===== config.mk =====
export PLATFORM = sky130hd
export DESIGN_NAME = tlv_tag_search
export DESIGN_NICKNAME = d
export VERILOG_FILES = /design/src/hdl/tlvts_pkg.sv /design/src/hdl/tlvts_core.sv /design/src/hdl/tlv_tag_search.sv
export SDC_FILE = /design/constraint.sdc
export NUM_CORES = 1
export LEC_CHECK = 0
export ABC_CLOCK_PERIOD_IN_PS = 7800
export BUFFER_PORTS_ARGS = -buffer_cell sky130_fd_sc_hd__buf_2
export CAP_MARGIN = 20
export CORE_MARGIN = 5
export CORE_UTILIZATION = 45
export DETAILED_ROUTE_END_ITERATION = 10
export GPL_TIMING_DRIVEN = 0
export PLACE_DENSITY = 0.7
export SYNTH_ARGS = -nofsm -noshare
export SYNTH_HDL_FRONTEND = slang
export SYNTH_SLANG_ARGS = --single-unit

===== constraint.sdc =====
create_clock -name clk -period 7.8 [get_ports clk]
set_input_delay 2.34 -clock clk [delete_from_list [all_inputs] [get_ports clk]]
set_output_delay 2.34 -clock clk [all_outputs]
set_load 0.005 [all_outputs]

===== src/hdl/tlvts_pkg.sv =====
package tlvts_pkg;

  localparam int unsigned POS_W     = 16;
  localparam int unsigned TAG_W     = 32;
  localparam int unsigned LEN_W     = 16;
  localparam int unsigned VAL_W     = 32;
  localparam int unsigned HDR_BYTES = 6;
  localparam int unsigned CNT_W     = 3;
  localparam int unsigned CFG_IDX_W = 2;
  localparam int unsigned CFG_DW    = 32;

  localparam logic [POS_W-1:0] POS_MAX    = '1;
  localparam logic [CNT_W-1:0] HDR_LAST   = CNT_W'(HDR_BYTES - 1);
  localparam logic [POS_W-1:0] HDR_BACK   = POS_W'(HDR_BYTES - 1);
  localparam int unsigned      HDR_KEEP_W = 8 * (HDR_BYTES - 1);

  // register indexes on the configuration port
  localparam logic [CFG_IDX_W-1:0] REG_SEARCH_TAG   = 2'd0;
  localparam logic [CFG_IDX_W-1:0] REG_START_OFFSET = 2'd1;
  localparam logic [CFG_IDX_W-1:0] REG_HDR_BIG_END  = 2'd2;
  localparam logic [CFG_IDX_W-1:0] REG_RESULT_WIDTH = 2'd3;

  typedef enum logic [1:0] {
    WIDTH_U32 = 2'd0,
    WIDTH_U16 = 2'd1,
    WIDTH_U8  = 2'd2
  } width_t;

  typedef enum logic [1:0] {
    PH_SKIP   = 2'd0,
    PH_HEADER = 2'd1,
    PH_VALUE  = 2'd2,
    PH_DONE   = 2'd3
  } phase_t;

  typedef enum logic [1:0] {
    ST_FOUND     = 2'd0,
    ST_NOT_FOUND = 2'd1,
    ST_BAD_LEN   = 2'd2,
    ST_TRUNC     = 2'd3
  } status_t;

  typedef struct packed {
    logic [TAG_W-1:0] search_tag;
    logic [POS_W-1:0] start_offset;
    logic             header_big_endian;
    logic [1:0]       result_width;
  } cfg_t;

  typedef struct packed {
    status_t          status;
    logic [POS_W-1:0] match_offset;
    logic [LEN_W-1:0] value_length;
    logic [VAL_W-1:0] value;
  } result_t;

  function automatic logic length_ok(input logic [1:0] width, input logic [LEN_W-1:0] len);
    logic ok;
    case (width)
      WIDTH_U32: ok = (len == LEN_W'(4)) || (len == LEN_W'(2)) || (len == LEN_W'(1));
      WIDTH_U16: ok = (len == LEN_W'(2)) || (len == LEN_W'(1));
      default:   ok = (len == LEN_W'(1));
    endcase
    return ok;
  endfunction

endpackage


===== src/hdl/tlvts_core.sv =====
module tlvts_core (
  input  logic                clk,
  input  logic                rst,
  input  tlvts_pkg::cfg_t     cfg,
  input  logic                step,
  input  logic [7:0]          data_byte,
  input  logic                last_byte,
  output tlvts_pkg::result_t  result
);

  logic [tlvts_pkg::POS_W-1:0]      pos, pos_next;
  tlvts_pkg::phase_t                phase, phase_next, ph;
  logic [tlvts_pkg::CNT_W-1:0]      hcount, hcount_next;
  logic [tlvts_pkg::HDR_KEEP_W-1:0] hshift, hshift_next;
  logic [tlvts_pkg::LEN_W-1:0]      remaining, remaining_next;
  logic                             found, found_next;
  logic [tlvts_pkg::POS_W-1:0]      mpos, mpos_next;
  logic [tlvts_pkg::LEN_W-1:0]      mlen, mlen_next;
  logic [tlvts_pkg::VAL_W-1:0]      acc, acc_next;

  logic [8*tlvts_pkg::HDR_BYTES-1:0] hfull;
  logic [tlvts_pkg::TAG_W-1:0]       tag;
  logic [tlvts_pkg::LEN_W-1:0]       len;
  logic [tlvts_pkg::LEN_W-1:0]       rem_dec;

  assign hfull   = {hshift, data_byte};
  assign tag     = cfg.header_big_endian ? hfull[47:16]
                 : {hfull[23:16], hfull[31:24], hfull[39:32], hfull[47:40]};
  assign len     = cfg.header_big_endian ? hfull[15:0] : {hfull[7:0], hfull[15:8]};
  assign rem_dec = remaining - tlvts_pkg::LEN_W'(1);

  always_comb begin
    pos_next       = pos;
    phase_next     = phase;
    hcount_next    = hcount;
    hshift_next    = hshift;
    remaining_next = remaining;
    found_next     = found;
    mpos_next      = mpos;
    mlen_next      = mlen;
    acc_next       = acc;
    ph             = phase;
    result         = '0;

    if (step) begin
      // bytes at the saturated position are dropped
      if (pos != tlvts_pkg::POS_MAX) begin
        if (phase == tlvts_pkg::PH_SKIP && pos == cfg.start_offset) begin
          ph = tlvts_pkg::PH_HEADER;
        end
        phase_next = ph;
        pos_next   = pos + tlvts_pkg::POS_W'(1);
        case (ph)
          tlvts_pkg::PH_HEADER: begin
            if (hcount == tlvts_pkg::HDR_LAST) begin
              hcount_next    = '0;
              hshift_next    = '0;
              remaining_next = len;
              if (tag == cfg.search_tag) begin
                found_next = 1'b1;
                mpos_next  = pos - tlvts_pkg::HDR_BACK;
                mlen_next  = len;
                acc_next   = '0;
                phase_next = (len == '0) ? tlvts_pkg::PH_DONE : tlvts_pkg::PH_VALUE;
              end else begin
                phase_next = (len == '0) ? tlvts_pkg::PH_HEADER : tlvts_pkg::PH_VALUE;
              end
            end else begin
              hshift_next = hfull[tlvts_pkg::HDR_KEEP_W-1:0];
              hcount_next = hcount + tlvts_pkg::CNT_W'(1);
            end
          end
          tlvts_pkg::PH_VALUE: begin
            if (found && mlen <= tlvts_pkg::LEN_W'(4)) begin
              acc_next = {acc[tlvts_pkg::VAL_W-9:0], data_byte};
            end
            remaining_next = rem_dec;
            if (rem_dec == '0) begin
              phase_next = found ? tlvts_pkg::PH_DONE : tlvts_pkg::PH_HEADER;
            end
          end
          default: ;
        endcase
      end

      if (last_byte) begin
        if (found_next) begin
          result.match_offset = mpos_next;
          result.value_length = mlen_next;
          if (!tlvts_pkg::length_ok(cfg.result_width, mlen_next)) begin
            result.status = tlvts_pkg::ST_BAD_LEN;
          end else if (phase_next != tlvts_pkg::PH_DONE) begin
            result.status = tlvts_pkg::ST_TRUNC;
          end else begin
            result.status = tlvts_pkg::ST_FOUND;
            result.value  = acc_next;
          end
        end else if (phase_next == tlvts_pkg::PH_HEADER && hcount_next != '0) begin
          result.status = tlvts_pkg::ST_TRUNC;
        end else begin
          result.status = tlvts_pkg::ST_NOT_FOUND;
        end
        // rearm for the next buffer
        pos_next       = '0;
        phase_next     = tlvts_pkg::PH_SKIP;
        hcount_next    = '0;
        hshift_next    = '0;
        remaining_next = '0;
        found_next     = 1'b0;
        mpos_next      = '0;
        mlen_next      = '0;
        acc_next       = '0;
      end
    end
  end

  always_ff @(posedge clk) begin
    if (rst) begin
      pos       <= '0;
      phase     <= tlvts_pkg::PH_SKIP;
      hcount    <= '0;
      hshift    <= '0;
      remaining <= '0;
      found     <= 1'b0;
      mpos      <= '0;
      mlen      <= '0;
      acc       <= '0;
    end else begin
      pos       <= pos_next;
      phase     <= phase_next;
      hcount    <= hcount_next;
      hshift    <= hshift_next;
      remaining <= remaining_next;
      found     <= found_next;
      mpos      <= mpos_next;
      mlen      <= mlen_next;
      acc       <= acc_next;
    end
  end

endmodule


===== src/hdl/tlv_tag_search.sv =====
// TLV tag search. Takes one buffer byte per word on the slave side, with tlast on the final
// byte, and returns one result word per buffer on the master side. The last byte passes the input
// register into the core, and the output register then captures its result once any earlier result has
// been taken. Throughput is one byte per cycle: each byte updates
// a small parse state (header shift, value countdown, value accumulator) in a single pass, and
// an input register and an output register decouple the two sides, so the input stalls only
// when a new result would overwrite one not yet taken. Configuration is written through
// cfg_we/cfg_index/cfg_data while no buffer is in flight. Header fields are byte-swapped when
// header_big_endian is 0. The position counter stops at 65535; bytes at that position and beyond are ignored but
// tlast still closes the buffer.
module tlv_tag_search (
  input  logic                             clk,
  input  logic                             rst,
  input  logic                             cfg_we,
  input  logic [tlvts_pkg::CFG_IDX_W-1:0]  cfg_index,
  input  logic [tlvts_pkg::CFG_DW-1:0]     cfg_data,
  input  logic                             s_tvalid,
  output logic                             s_tready,
  input  logic [7:0]                       s_tdata,   // data_byte
  input  logic                             s_tlast,   // last_byte
  output logic                             m_tvalid,
  input  logic                             m_tready,
  output logic [63:0]                      m_tdata,   // match_offset[15:0], value_length[31:16], value[63:32]
  output logic [1:0]                       m_tuser    // status
);

  tlvts_pkg::cfg_t    cfg;
  tlvts_pkg::result_t res, res_q;

  logic       in_valid;
  logic [7:0] in_byte;
  logic       in_last;
  logic       advance;
  logic       out_valid;

  always_ff @(posedge clk) begin
    if (rst) begin
      cfg <= '0;
    end else if (cfg_we) begin
      case (cfg_index)
        tlvts_pkg::REG_SEARCH_TAG:   cfg.search_tag <= cfg_data;
        tlvts_pkg::REG_START_OFFSET: cfg.start_offset <= cfg_data[tlvts_pkg::POS_W-1:0];
        tlvts_pkg::REG_HDR_BIG_END:  cfg.header_big_endian <= cfg_data[0];
        tlvts_pkg::REG_RESULT_WIDTH: cfg.result_width <= cfg_data[1:0];
        default: ;
      endcase
    end
  end

  // hold the last byte while the previous result is still waiting
  assign advance  = in_valid && (!in_last || !out_valid || m_tready);
  assign s_tready = !in_valid || advance;

  always_ff @(posedge clk) begin
    if (rst) begin
      in_valid <= 1'b0;
    end else if (s_tready) begin
      in_valid <= s_tvalid;
    end
  end

  always_ff @(posedge clk) begin
    if (s_tready && s_tvalid) begin
      in_byte <= s_tdata;
      in_last <= s_tlast;
    end
  end

  tlvts_core u_core (
    .clk       (clk),
    .rst       (rst),
    .cfg       (cfg),
    .step      (advance),
    .data_byte (in_byte),
    .last_byte (in_last),
    .result    (res)
  );

  always_ff @(posedge clk) begin
    if (rst) begin
      out_valid <= 1'b0;
    end else if (advance && in_last) begin
      out_valid <= 1'b1;
    end else if (m_tready) begin
      out_valid <= 1'b0;
    end
  end

  always_ff @(posedge clk) begin
    if (advance && in_last) begin
      res_q <= res;
    end
  end

  assign m_tvalid = out_valid;
  assign m_tuser  = res_q.status;
  assign m_tdata  = {res_q.value, res_q.value_length, res_q.match_offset};

endmodule


==> After elaboration in Yosys (flattened, before gate mapping) <==
Cells that the tools add are included.
{ "word_totals": {"latch_bits": 0, "word_cells": 144, "mem_bits_ro": 0, "mem_bits_rw": 0, "input_bits": 48, "ff_bits": 270, "out_inout_bits": 68, "n_memories": 0} }
{ "classes": {"n_addsub": 4, "reduce_logical": 35, "magnitude_cmp": 1, "bitwise_logic": 4, "n_eq_ne": 16, "shift": 0, "multipliers": 0, "mux": 63, "n_div": 0} }
{ "op_table": {"columns": ["op", "count"], "rows": [
  ["2-to-1 mux 16 bit", 17],
  ["2-to-1 mux 32 bit", 6],
  ["2-to-1 mux 40 bit", 4],
  ["case mux 32 bit (2 select lines)", 1],
  ["== test 32 bit", 1],
  ["zero test 16 bit", 2],
  ["case mux 16 bit (2 select lines)", 1],
  ["2-to-1 mux 2 bit", 15],
  ["adder 16 x 1 -> 16 bit, second input constant", 1],
  ["== test 16 x 1 -> 1 bit, second input constant", 1],
  ["== test 16 bit", 1],
  ["== test 16 x 2 -> 1 bit, second input constant", 1],
  ["== test 16 x 3 -> 1 bit, second input constant", 1],
  ["<= comparator 16 x 3 -> 1 bit, second input constant", 1],
  ["inequality test 16 bit, second input constant", 1],
  ["subtractor 16 x 1 -> 16 bit, second input constant", 1],
  ["subtractor 16 x 3 -> 16 bit, second input constant", 1],
  ["2-to-1 mux 3 bit", 5],
  ["2-to-1 mux 1 bit", 12],
  ["AND reduction 2 bit", 6],
  ["== test 2 x 1 -> 1 bit, second input constant", 4],
  ["== test 2 bit, second input constant", 3],
  ["logical AND 1 bit", 6],
  ["zero test 2 bit", 3],
  ["14 further kinds", 28]
]} }

==> Depth between registers and ports, before layout <==
Gate-level depths: netlist of the first run.
{ "logic_depth": {"ltp_word": 18, "mapped_depth": 14, "ltp_nobuf": 10} }

==> Modules after synthesis <==
From an unflattened synthesis of the first run, not the netlist that was laid out.
{ "hier_totals": {"hier_cells": 1353, "hier_area_um2": 13227.7} }
{ "modules_own_cells": {"columns": ["module", "cells_per_inst", "seq_area_each_um2", "instances", "area_each_um2"], "rows": [
  ["tlvts_core", 1060, 2842.7, 1, 8705.8],
  ["tlv_tag_search", 293, 3313.2, 1, 4521.8]
]} }

==> Worst setup path before layout of the first run <==
Ideal clock, no wire load.
{ "synth_timing": {"kind": "in2reg", "from": "in m_tready", "to": "reg u_core.remaining[15] (netlist name)", "path_buffers": 3, "setup_ns": 0.128, "arrival_time_ns": 5.160, "stages": 11, "required_ns": 7.672, "setup_slack_ns": 2.513, "path_cell_list": "nor2b_1 > nand2_1 > and2_1 > clkbuf_1 > nand2_1 > inv_1 > a31oi_1 > clkbuf_1 > clkbuf_1 > mux2i_1 > nor2_1"} }
{ "synth_between": {"elab_chain_cells": 3} }
{ "synth_rtl": {"columns": ["item", "line_no", "text"], "rows": [
  ["from (decl)", "tlv_tag_search.sv:22", "input logic m_tready,"],
  ["logical OR 1 bit", "tlv_tag_search.sv:51", "assign advance = in_valid && (!in_last || !out_valid || m_tready);"],
  ["logical AND 1 bit", "tlv_tag_search.sv:51", null],
  ["AND reduction 4 bit (no line)", null, null],
  ["to (signal assigned)", "tlvts_core.sv:133", "remaining <= remaining_next;"],
  ["to (decl)", "tlvts_core.sv:15", "logic [tlvts_pkg::LEN_W-1:0] remaining, remaining_next;"]
]} }
Every way passes these cells.
A chain may end at the register's enable or synchronous reset.

==> Worst setup path after layout of the first run <==
{ "layout_timing": {"from": "in m_tready", "to": "out s_tready"} }
{ "layout_between": {"elab_chain_cells": 3} }
{ "layout_rtl": {"columns": ["item", "line_no", "text"], "rows": [
  ["logical OR 1 bit", "tlv_tag_search.sv:51", null],
  ["logical AND 1 bit", "tlv_tag_search.sv:51", null],
  ["logical OR 1 bit", "tlv_tag_search.sv:52", "assign s_tready = !in_valid || advance;"],
  ["to (decl)", "tlv_tag_search.sv:18", "output logic s_tready,"]
]} }
Every way passes these cells.

==> flow_metrics.py, run 1 <==
metrics = {
    "clocking": {
        "clkTransAtPathRegs_ns": 0.06,
        "insertion_delay_ns": 0.55,
        "cts-root-buf": "clkbuf_16",
        "h-tree-depth": 1,
        "postCtsSetupRepairBufs": 0,
        "tritoncts": "yes",
        "cts_buffer_depth": 3,
        "cts_hold_buf": 0,
        "clock_sinks": 270,
        "cts_buffers": 29,
        "cts_resized": 0,
    },
    "logic_synthesis": {
        "yosys_warnings": 0,
        "async_reset_ff_share_pct": 0,
        "synth_nets": 1456,
        "synthAdderAreaFrac_pct": 0.399,
        "synth_area_per_cell_sq_um": 8.93,
        "syn_inst": 1404,
        "synth_edf_count": 75,
        "synth_compound_area_share_pct": 15.4,
        "yosysUniqueCellTypes": 53,
        "synth_ff_type": "dfxtp_1",
        "synth_top_family_by_area": "simple AND/OR/NAND/NOR gates",
        "synthXorXnorAreaFrac_pct": 5.45,
        "yosys.area_share.simple_pct": 19.7,
        "synth_mux_area_share_pct": 5.73,
        "seq_area_frac_synth_pct": 49.1,
        "synth.cell_area_sq_um": 12500,
        "ys_seq_elements": 270,
    },
    "final_layout": {
        "final_cell_mix": "nand2_1, dfxtp_1, a21oi_1",
        "layout_commonest_cell": "nand2_1",
        "syn2layout_area_growth_pct": 16.4,
        "antenna-diode-count": 0,
        "stdcell_area_sq_um": 14600,
        "multi_input_area_sq_um": 5860,
        "post-route-util_pct": 52.8,
        "nFillCells": 2598,
        "fin_nets": 1603,
        "layout-drive-gt1-share_pct": 14.5,
        "regArea_sq_um": 6160,
    },
    "route": {
        "via_per_inst": 5.47,
        "vias": 10700,
        "wl_per_cell_um": 16.9,
        "antenna_left": 0,
        "firstDrtPassIters": 8,
        "drt_iter0_drc": 944,
        "routed_wl_um": 33000,
        "drc": 0,
    },
    "placement": {
        "pre_cts_slack_ns": 2.17,
        "portBuffers": 115,
        "hpwl_um": 24200,
        "place_area_sq_um": 13600,
        "gp_congestion": 0.934,
    },
    "timing": {
        "fin_setup_tns_ns": 0,
        "max_freq_mhz": 179,
        "hold_viol": 0,
        "fin_crit_ns": 5.59,
        "slew_viol_final": 0,
        "slew_headroom_pct": 31.5,
        "rsz0062_at_grt": "no",
        "timing.final.ws_setup_ns": 2.21,
        "setup_violations": 0,
        "clock_skew_ns": 0.0114,
        "tightest_slew_ns": 1.02,
        "period_share_pct": 71.6,
    },
    "power": {
        "p_per_area_nw_per_um2": 209,
        "ir_worst_vdd_v": 0.000148,
        "leakage_nw": 5.22,
        "power_mw": 3.05,
    },
    "die": {
        "dieArea_sq_um": 31300,
        "die_w_um": 177,
        "initial_utilization_pct": 45.4,
        "core_area_sq_um": 27600,
        "ios": 116,
        "die_height_um": 177,
        "rows": 61,
    },
    "worst_setup_path": {
        "worstPathArrival_ns": 3.25,
        "cp-start-kind": "input pin",
        "criticalPathCategory": "in -> out",
        "worstPathRequired_ns": 5.46,
        "critPathCaptureType": "output port",
        "worstReg2RegEnd": "m_tdata[47]",
        "rrSetupSlack_ns": 3.97,
        "r2r_start": "u_core.pos[7]",
        "worstPathMaxFanout": 4,
        "reg2reg_depth": 13,
    },
    "outcome": {
        "status": "finished, final reports clean",
    },
    "worst_hold_path": {
        "worstHoldPathType": "reg -> reg",
        "min_to": "cfg[4]",
        "hold_depth": 2,
        "hp-start": "cfg[4]",
    },
    "grt": {
        "grt_max_degree": 36,
        "grt_first_pass_wirelength_um": 53000,
        "grt_pass1_vias": 10100,
        "grt_antenna_before_repair": 0,
        "grt-ovfl-total": 0,
        "grt.total_usage_pct": 20.6,
    },
    "run": {
        "max-cap-violations": 0,
    },
}
synth_stat cells (all sizes together), types with 19 or more instances:
master    n  area (sq um)
or3      20           125
nor2    146           548
nor3     27           135
mux2i    56           561
xnor2    64           561
clkbuf   89           334
nor4     23           144
a21oi   181          1020
dfxtp   195          3900
nand2   239           897
o21ai    24           120
edfxtp   75          2250
a22oi    20           150
nand3    52           260
buf      19           131
a22o     33           289
routing by layer:
layer | vias to the layer above | GRT usage [%] | wire length (um)
met5 | - | 0 | 0
met4 | 0 | 5.71 | 848
met3 | 67 | 2.84 | 2250
met2 | 385 | 33.6 | 15200
met1 | 4994 | 28.9 | 14800
li1 | 5223 | - | -
worst max path at each step:
stage             start              endpoint  slack, ns
6_report       m_tready              s_tready       2.21
5_1_grt        m_tready              s_tready       2.19
4_1_cts        m_tready              s_tready       2.23
3_5_place_dp   m_tready  u_core.remaining[15]       2.17
3_3_place_gp   m_tready  u_core.remaining[15]       1.03
2_1_floorplan  m_tready  u_core.remaining[15]       2.51
critical path: stages:
cell     delay, ns
buf_2         0.10
nor2b_1       0.36
nand3_1       0.24
buf_2         0.20
metrics by stage:
stage	hold slack (ns)	cells
after global placement	0.459	1897
final	0.468	1952
after CTS	0.470	1952
after detailed placement	0.463	1898
after floorplan	0.444	1404
after global routing	0.484	1952
logic make-up after synthesis:
family | count (synthesis)
and+or+nand+nor | 557
AOI/OAI and AO/OA | 302
muxes | 70
buffers and inverters | 123
DFF | 270
xor gates and xnor gates | 78
adders and majority gates | 4
power by group:
| group | internal (mW) | switching (mW) |
|---|---|---|
| clock network | 0.826 | 0.568 |
| logic | 0.0610 | 0.122 |
| registers | 1.46 | 0.0189 |
| total | 2.35 | 0.708 |
state kept, by name, summed over array words and instances (netlist names):
register,cells
u_core.acc,32
u_core.pos,16
u_core.mpos,16
u_core.found,1
in_last,1
m_tdata,64
in_valid,1
m_tuser,2
in_byte,8
u_core.hcount,3
u_core.mlen,16
u_core.remaining,16
u_core.phase,2
m_tvalid,1
u_core.hshift,40
cfg,51
area by class of cell:
class | instances | area share (%)
flip-flops and latches | 270 | 42.2
multi-input cells | 1011 | 40.2
clock buffers | 42 | 5.82
repair buffers | 116 | 4.08
well taps | 378 | 3.24
plain buffers | 108 | 3.19
clock inverters | 12 | 0.909
inverters | 15 | 0.386
(Power assumes the default switching activity.)
==> run 2, diff against run 1 <==
--- a/config.mk
+++ b/config.mk
@@ -5,14 +5,14 @@
 export SDC_FILE = /design/constraint.sdc
 export NUM_CORES = 1
 export LEC_CHECK = 0
-export ABC_CLOCK_PERIOD_IN_PS = 7800
+export ABC_CLOCK_PERIOD_IN_PS = 4840
 export BUFFER_PORTS_ARGS = -buffer_cell sky130_fd_sc_hd__buf_2
 export CAP_MARGIN = 20
 export CORE_MARGIN = 5
 export CORE_UTILIZATION = 45
 export DETAILED_ROUTE_END_ITERATION = 10
 export GPL_TIMING_DRIVEN = 0
-export PLACE_DENSITY = 0.7
+export PLACE_DENSITY = 0.73
 export SYNTH_ARGS = -nofsm -noshare
 export SYNTH_HDL_FRONTEND = slang
 export SYNTH_SLANG_ARGS = --single-unit
==> constraint.sdc (replaced) <==
create_clock -name clk -period 4.84 [get_ports clk]
set_input_delay 1.452 -clock clk [delete_from_list [all_inputs] [get_ports clk]]
set_output_delay 1.452 -clock clk [all_outputs]
set_load 0.005 [all_outputs]
==> flow_metrics.py, run 2 (synthesis results as in run 1) <==
metrics = {
    "final_layout": {
        "post-route-util_pct": 52.5,
        "layout-drive-gt1-share_pct": 14.3,
        "stdcell_area_sq_um": 14500,
        "fin_nets": 1603,
        "final_cell_mix": "nand2_1, dfxtp_1, a21oi_1",
        "syn2layout_area_growth_pct": 15.7,
        "nFillCells": 2616,
        "largest_reg_flops": 64,
        "antenna-diode-count": 0,
        "layout_commonest_cell": "nand2_1",
    },
    "die": {
        "die_height_um": 177,
        "core_area_sq_um": 27600,
        "initial_utilization_pct": 45.4,
        "die_w_um": 177,
        "rows": 61,
        "ios": 116,
        "dieArea_sq_um": 31300,
    },
    "worst_setup_path": {
        "worstPathRequired_ns": 5.25,
        "crit_top_cell": "clkbuf_1",
        "criticalPathCategory": "in -> reg",
        "worstPathArrival_ns": 4.61,
        "worstPathMaxFanout": 35,
        "r2r_start": "u_core.pos[7]",
        "worstReg2RegEnd": "m_tdata[40]",
        "cp-endpoint": "u_core.remaining[15]",
        "rrSetupSlack_ns": 1.03,
        "cp_slowest_cell": "clkbuf_1",
        "startpoint": "m_tready",
        "critPathMaxStageDelay_ns": 0.50,
        "critPathCaptureType": "flop",
        "cp-start-kind": "input pin",
        "path_cells": "buf_2 > nor2b_1 > nand2_1 > and2_1 > clkbuf_1 > nand2_1 > inv_2 > a31oi_1 > clkbuf_1 > clkbuf_1 > mux2i_1 > nor2_1",
        "reg2reg_depth": 13,
    },
    "route": {
        "routed_wl_um": 32900,
        "firstDrtPassIters": 5,
        "drt_iter0_drc": 819,
        "wl_per_cell_um": 16.8,
        "drc": 0,
        "via_per_inst": 5.49,
        "antenna_left": 0,
        "vias": 10700,
    },
    "clocking": {
        "postCtsSetupRepairBufs": 0,
        "insertion_delay_ns": 0.54,
        "cts_hold_buf": 0,
        "cts_resized": 0,
        "tritoncts": "yes",
        "cts_buffers": 29,
        "clkTransAtPathRegs_ns": 0.06,
        "h-tree-depth": 1,
        "cts_buffer_depth": 3,
        "cts-root-buf": "clkbuf_16",
        "clock_sinks": 270,
    },
    "timing": {
        "setup_violations": 0,
        "slew_viol_final": 0,
        "period_share_pct": 86.9,
        "fin_setup_tns_ns": 0,
        "rsz0062_at_grt": "no",
        "max_freq_mhz": 238,
        "slew_headroom_pct": 30.8,
        "clock_skew_ns": 0.0134,
        "tightest_slew_ns": 1.03,
        "fin_crit_ns": 4.21,
        "hold_viol": 0,
    },
    "placement": {
        "place_area_sq_um": 13600,
        "portBuffers": 115,
        "hpwl_um": 24300,
        "gp_congestion": 0.932,
    },
    "power": {
        "p_per_area_nw_per_um2": 329,
        "leakage_nw": 5.18,
        "ir_worst_vdd_v": 0.000255,
    },
    "grt": {
        "grt_first_pass_wirelength_um": 52400,
        "grt_antenna_before_repair": 1,
        "grt_max_degree": 36,
        "grt.total_usage_pct": 20.4,
        "grt_pass1_vias": 10100,
        "grt-ovfl-total": 0,
    },
    "worst_hold_path": {
        "worstHoldPathType": "reg -> reg",
    },
    "outcome": {
        "status": "finished, final reports clean",
    },
    "run": {
        "max-cap-violations": 0,
    },
}
-- run 2: cell count changes in the layout (fill, tap and decap cells not counted), sizes merged --
| cell | change |
|---|---|
| bufinv | -1 |
| clkbuf | -3 |
| clkinv | +3 |
-- run 2: metrics by stage --
| stage | setup WS [ns] | hold slack (ns) | power, mW | cells |
|---|---|---|---|---|
| after detailed placement | 0.127 | 0.462 | 2.72 | 1898 |
| after CTS | 0.683 | 0.469 | 4.80 | 1951 |
| after floorplan | 0.441 | 0.444 | 2.61 | 1404 |
| final | 0.635 | 0.467 | 4.77 | 1951 |
| after global routing | 0.435 | 0.484 | 4.92 | 1951 |
| after global placement | -1.02 | 0.460 | 2.71 | 1897 |
-- run 2: critical path, delay by kind of cell --
kind,cells,cell delay (ns)
and+or+nand+nor,5,0.94
buffers and inverters,5,1.53
AOI/OAI and AO/OA,1,0.43
muxes,1,0.26
-- run 2: how the worst min path moves through the flow --
stage                                    to  cells after the start              start
after global placement              cfg[21]                      2            cfg[21]
after floorplan           u_core.hshift[32]                      2  u_core.hshift[32]
after global routing                cfg[50]                      2            cfg[50]
after detailed placement            cfg[21]                      2            cfg[21]
final                               cfg[50]                      2            cfg[50]
after CTS                           cfg[50]                      2            cfg[50]
-- run 2: routing by layer --
| layer | vias to the layer above | wire, um | GRT usage [%] |
|---|---|---|---|
| met4 | 2 | 872 | 5.80 |
| met5 | - | 17 | 0 |
| met1 | 5090 | 14600 | 28.0 |
| met2 | 325 | 15300 | 33.7 |
| li1 | 5219 | - | - |
| met3 | 67 | 2020 | 3.20 |
-- run 2: final cells by class --
cell class                 count  area (sq um)  share of cell area [%]
timing repair buffer         116           596                    4.11
inverter                      15          56.3                   0.388
clock inverter                14           106                   0.733
buffer                       108           465                    3.21
sequential                   270          6160                    42.4
multi-input combinational   1011          5860                    40.4
clock buffer                  39           793                    5.47
tap                          378           473                    3.26
-- run 2: report_power, final --
group	total [mW]	internal, mW	leakage (nW)	switching, mW
registers	2.38	2.35	2.34	0.0302
logic	0.294	0.0983	2.39	0.196
clock network	2.09	1.20	0.442	0.889
total	4.77	3.65	5.18	1.12
